`config.mk`:
```
export PLATFORM = sky130hd
export DESIGN_NAME = bdq_ctrl
export DESIGN_NICKNAME = d
export VERILOG_FILES = /design/src/sv/bdq_pkg.sv /design/src/sv/bdq_ctrl.sv
export SDC_FILE = /design/constraint.sdc
export NUM_CORES = 1
export LEC_CHECK = 0
export ABC_AREA = 1
export BUFFER_PORTS_ARGS = -buffer_cell sky130_fd_sc_hd__buf_2
export CAP_MARGIN = 20
export CORE_UTILIZATION = 55
export DETAILED_ROUTE_END_ITERATION = 8
export GPL_TIMING_DRIVEN = 0
export PLACE_DENSITY = 0.95
export SLEW_MARGIN = 20
export SYNTH_ARGS = -nofsm -noshare
export SYNTH_HDL_FRONTEND = slang
export SYNTH_SLANG_ARGS = --single-unit
```
`constraint.sdc`:
```
create_clock -name clk -period 4.7 [get_ports clk]
set_input_delay 0.47 -clock clk [delete_from_list [all_inputs] [get_ports clk]]
set_output_delay 0.47 -clock clk [all_outputs]
set_load 0.01 [all_outputs]
```
`src/sv/bdq_pkg.sv`:
```
// Types, constants and address helpers for the bounded deque.
package bdq_pkg;

    localparam int CAPACITY    = 256;
    localparam int ENTRY_WIDTH = 32;
    localparam int ADDR_W      = $clog2(CAPACITY);
    localparam int CNT_W       = $clog2(CAPACITY + 1);

    // Fixed widths of the channel fields
    localparam int ENTRY_IO_W  = 32;
    localparam int POS_W       = 8;
    localparam int FILL_W      = 9;

    typedef enum logic [2:0] {
        OP_INS_HEAD = 3'd0,
        OP_INS_TAIL = 3'd1,
        OP_RM_HEAD  = 3'd2,
        OP_RM_TAIL  = 3'd3,
        OP_RD_HEAD  = 3'd4,
        OP_RD_TAIL  = 3'd5,
        OP_RD_INDEX = 3'd6,
        OP_CLEAR    = 3'd7
    } kind_t;

    typedef enum logic [1:0] {
        ST_OK    = 2'd0,
        ST_FULL  = 2'd1,
        ST_EMPTY = 2'd2,
        ST_RANGE = 2'd3
    } status_t;

    typedef struct packed {
        kind_t                  kind;
        logic [ENTRY_IO_W-1:0]  entry_in;
        logic [POS_W-1:0]       position;
    } req_t;

    typedef struct packed {
        logic [ENTRY_IO_W-1:0]  entry_out;
        logic [FILL_W-1:0]      fill_count;
        status_t                status;
    } rsp_t;

    // Result waiting for the RAM read data
    typedef struct packed {
        logic                   valid;
        logic                   use_rdata;
        logic [CNT_W-1:0]       fill;
        status_t                status;
    } pend_t;

    // Write and read port signals for the RAM
    typedef struct packed {
        logic                   wr_en;
        logic [ADDR_W-1:0]      wr_addr;
        logic [ENTRY_WIDTH-1:0] wr_data;
        logic                   rd_en;
        logic [ADDR_W-1:0]      rd_addr;
    } mem_req_t;

    // Slot that holds list position pos, wrapped around the ring
    function automatic logic [ADDR_W-1:0] slot_of(input logic [ADDR_W-1:0] head,
                                                  input logic [CNT_W-1:0]  pos);
        logic [CNT_W:0] sum;
        sum = (CNT_W+1)'(head) + (CNT_W+1)'(pos);
        if (sum >= (CNT_W+1)'(CAPACITY))
        begin
            sum = sum - (CNT_W+1)'(CAPACITY);
        end
        return sum[ADDR_W-1:0];
    endfunction

endpackage

```
`src/sv/bdq_ctrl.sv`:
```
// Head pointer, fill count and RAM access for each deque request.
module bdq_ctrl
    import bdq_pkg::*;
(
    input  logic     clk,
    input  logic     rst_n,
    input  logic     req_valid,
    output logic     req_ready,
    input  req_t     req,
    input  logic     pend_take,
    output pend_t    pend,
    output mem_req_t mem_req
);

    logic [ADDR_W-1:0] head_reg, head_next;
    logic [CNT_W-1:0]  occ_reg, occ_next;
    pend_t             pend_reg, pend_next;

    logic              acc;
    logic              full;
    logic              empty;
    logic [CNT_W-1:0]  pos_sel;
    logic [ADDR_W-1:0] head_dec;
    logic [ADDR_W-1:0] head_inc;
    logic [ADDR_W-1:0] tail_addr;
    pend_t             res;
    mem_req_t          mem;

    // Take a new request when no result is pending or the pending result leaves
    assign req_ready = !pend_reg.valid || pend_take;
    assign acc       = req_valid && req_ready;

    assign full      = (occ_reg == CNT_W'(CAPACITY));
    assign empty     = (occ_reg == '0);
    assign head_dec  = (head_reg == '0) ? ADDR_W'(CAPACITY - 1) : head_reg - 1'b1;
    assign head_inc  = (head_reg == ADDR_W'(CAPACITY - 1)) ? '0 : head_reg + 1'b1;
    assign tail_addr = slot_of(head_reg, occ_reg);

    // Pick the list position a read goes to
    always_comb
    begin
        case (req.kind)
            OP_RD_HEAD: pos_sel = '0;
            OP_RD_TAIL: pos_sel = occ_reg - 1'b1;
            default:    pos_sel = CNT_W'(req.position);
        endcase
    end

    // Decode the request into pointer updates, RAM access and status
    always_comb
    begin
        head_next     = head_reg;
        occ_next      = occ_reg;
        res.valid     = 1'b1;
        res.use_rdata = 1'b0;
        res.status    = ST_OK;
        mem.wr_en     = 1'b0;
        mem.wr_addr   = tail_addr;
        mem.wr_data   = req.entry_in[ENTRY_WIDTH-1:0];
        mem.rd_en     = 1'b0;
        mem.rd_addr   = slot_of(head_reg, pos_sel);

        case (req.kind)
            OP_INS_HEAD, OP_INS_TAIL:
            begin
                if (full)
                begin
                    res.status = ST_FULL;
                end
                else
                begin
                    mem.wr_en = 1'b1;
                    occ_next  = occ_reg + 1'b1;
                    if (req.kind == OP_INS_HEAD)
                    begin
                        head_next   = head_dec;
                        mem.wr_addr = head_dec;
                    end
                end
            end
            OP_RM_HEAD, OP_RM_TAIL:
            begin
                if (empty)
                begin
                    res.status = ST_EMPTY;
                end
                else
                begin
                    occ_next = occ_reg - 1'b1;
                    if (req.kind == OP_RM_HEAD)
                    begin
                        head_next = head_inc;
                    end
                end
            end
            OP_RD_HEAD, OP_RD_TAIL, OP_RD_INDEX:
            begin
                if (empty)
                begin
                    res.status = ST_EMPTY;
                end
                else if (pos_sel >= occ_reg)
                begin
                    res.status = ST_RANGE;
                end
                else
                begin
                    mem.rd_en     = 1'b1;
                    res.use_rdata = 1'b1;
                end
            end
            default:
            begin
                occ_next = '0;
            end
        endcase

        res.fill = occ_next;

        // Drop everything unless the request is accepted
        if (!acc)
        begin
            head_next = head_reg;
            occ_next  = occ_reg;
            mem.wr_en = 1'b0;
            mem.rd_en = 1'b0;
        end
    end

    // Load a new pending result, or drain the current one
    always_comb
    begin
        pend_next = pend_reg;
        if (acc)
        begin
            pend_next = res;
        end
        else if (pend_take)
        begin
            pend_next.valid = 1'b0;
        end
    end

    always_ff @(posedge clk or negedge rst_n)
    begin
        if (!rst_n)
        begin
            head_reg <= '0;
            occ_reg  <= '0;
            pend_reg <= '0;
        end
        else
        begin
            head_reg <= head_next;
            occ_reg  <= occ_next;
            pend_reg <= pend_next;
        end
    end

    assign pend    = pend_reg;
    assign mem_req = mem;

endmodule

```
==> flow_summary.ini <==
[status]
status = complete, no violations

[critical_path]
regToRegStartpoint = pend[2]$_DFFE_PN0P_
crit_path_max_incr_delay_ns = 0.50
critPathTopFamily = compound AO/OA/AOI/OAI gates
crit_path_max_fanout = 7
start_kind = register
path_buf_inv = 2
cp-end-kind = primary output
worstSetupPathType = register to primary output
crit_required_ns = 4.23
crit_chain = inv_1 > ha_1 > nand3_1 > xor2_1 > o21ai_0 > ha_1 > a21oi_1 > o21ai_0 > a31oi_1 > nand3_1 > nand2_1 > buf_2
crit_slowest_cell = dfrtp_1
crit_start = pend[2]$_DFFE_PN0P_
worstPathArrival_ns = 3.17

[floorplanning]
die-area_um2 = 5970
core_um2 = 5470
ioPinCount = 111
std_cell_rows = 27
fp.dieH_um = 77.3
initial_core_util_pct = 57.0
die_w_um = 77.3

[synth]
ys.flop_type = dfrtp_1
ys_ff_latch = 21
synth_top_cell_by_area = dfrtp_1
synth.most_common_cell = nand2_1
synth_edf_count = 0
ys_seq_area_share_pct = 16.9
syn-num-nets = 548
avgSynthCellArea_um2 = 6.62
synth_area_leaders = dfrtp_1 (17%), nand2_1 (16%), ha_1 (11%), buf_4 (7.7%), nand3_1 (6.6%)
syn_area_um2 = 3120
yosysTopAreaCellShare_pct = 16.9
yosys.cell_types.count = 39
yosys_warnings = 0
synth_cells = 471
synth_common_cells = nand2_1 (132), inv_1 (54), nand3_1 (41), buf_4 (32), ha_1 (28)
async_flop_share_pct = 100

[global_routing]
grt_pass1_wl_mm = 13.9
grt_max_degree = 22
overflow = 0
grt_pass1_vias = 3057
grtUsageTotal_pct = 28.8
antenna_found_initial = 0

[clock_network]
cts.sink_count = 21
clkTransAtPathRegs_ns = 0.08
cts_tree = built
clockBufferDepth = 2
clk_latency_ns = 0.27
cts_resized = 0
ctsHoldBuffers = 0
h-tree-depth = 1
cts_setup_buffers = 0
cts-root-buf = clkbuf_8
cts_buffers = 3

[cells_and_area]
final_cell_area_um2 = 3630
nets = 629
drive_above_1_share_pct = 27.2
area_growth_pct = 16.5
antennaDiodeCount = 0
largest_reg_flops = 13

[worst_hold_path]
hold_class = primary input to asynchronous set/reset pin

[drt]
num_vias = 3428
final_antenna_net_count = 0
drt_first_pass_iters = 5
routed_wl_mm = 8.47
drc = 0
via_per_inst = 5.50
first_iter_violations = 369
wl_per_cell_um = 13.6

[timing]
worst_slew_pin_slew_ns = 0.540
hold_violations = 0
relSlewSlack_pct = 63.6
fmax_ghz = 0.275
skew_ns = 0.00264
setup-violations-final = 0
fin_crit_ns = 3.64
rsz0062_at_grt = no
tns_ns = 0
slew_viol_final = 0
period_share_pct = 77.4

[pwr]
power_per_cell_area_nw_per_um2 = 640
ir_drop_mv = 0.354
p_leak_nw = 2.09
finalPower_mw = 2.32

[flow_run]
maxCapViolations = 0

[placed_design]
gp_congestion = 0.972
io_buffers = 76
place.detailed.hpwl_mm = 6.81
postPlaceCellArea_um2 = 3590
stage by stage:
step | hold WS (ns) | utilization, % | cells | setup slack [ns]
floorplan | 0.174 | - | 471 | 1.79
global placement | 0.457 | 65.6 | 619 | 1.40
detailed placement | 0.458 | 65.6 | 619 | 1.25
CTS | 0.169 | 66.4 | 623 | 1.15
global route | 0.185 | 66.4 | 623 | 0.894
finish | 0.159 | 66.4 | 623 | 1.06
final cells by class:
class / count / area (µm²)
buffer: 44 / 338
clock buffer: 4 / 45.0
fill: 487 / 1840
inverter: 55 / 209
multi-input combinational: 351 / 2050
sequential: 21 / 526
tap: 72 / 90.1
timing repair buffer: 76 / 380
cells in the final DEF, fill, tap and decap left out, types with 17 or more instances in the layout:
cell type,instances
nor2_1,24
inv_1,54
nand2_1,132
o21ai_0,24
buf_2,81
a21oi_1,17
ha_1,28
nand3_1,41
dfrtp_1,21
buf_4,32
where the power goes:
| part | total (mW) | switching, mW | internal, mW |
|---|---|---|---|
| clock network | 0.123 | 0.0627 | 0.0606 |
| logic | 1.80 | 1.10 | 0.694 |
| registers | 0.406 | 0.149 | 0.257 |
| total | 2.32 | 1.31 | 1.01 |
per-layer routing:
metal  global-route usage [%]  routed length (µm)  vias up
li1                         -                   -     1661
met1                     36.8                3670     1556
met2                     49.1                3910      184
met3                     4.40                 678       27
met4                     9.62                 218        0
met5                        0                   0        -
worst reg2reg max path: cells and delay by family, from the launching register on:
kind                       cells  cell delay, ns
AOI/OAI and AO/OA              1            0.31
xor gates and xnor gates       1            0.19
adders and majority gates      2            0.65
buffers and inverters          1            0.23
DFF                            1            0.50
and+or+nand+nor                9            1.00
cells by family (layout without fill, tap and decap cells):
group	after synthesis	count (layout)	synth area share (%)
flip-flops	21	21	16.9
adder cells (fa/ha/maj)	30	30	12.5
AND/OR/NAND/NOR	236	236	35.2
AO/OA/AOI/OAI	65	65	12.2
buffers and inverters	99	179	17.5
XOR/XNOR	19	19	5.34
multiplexers	1	1	0.321
path summary, 6_finish.rpt:
| kind | cells past startpoint | end | slack [ns] |
|---|---|---|---|
| hold / removal | 1 | head_reg[3]$_DFFE_PN0P_ | 0.16 |
| setup reg to reg | 14 | pend[0]$_DFFE_PN0P_ | 1.72 |
| min in group clk | 4 | pend[12]$_DFFE_PN0P_ | 0.48 |
| hold reg to reg | 2 | pend[0]$_DFFE_PN0P_ | 0.48 |
| setup / recovery | 12 | mem_req[7] | 1.06 |
| max in group asynchronous | 1 | head_reg[5]$_DFFE_PN0P_ | 4.20 |
(Power assumes the default switching activity.)
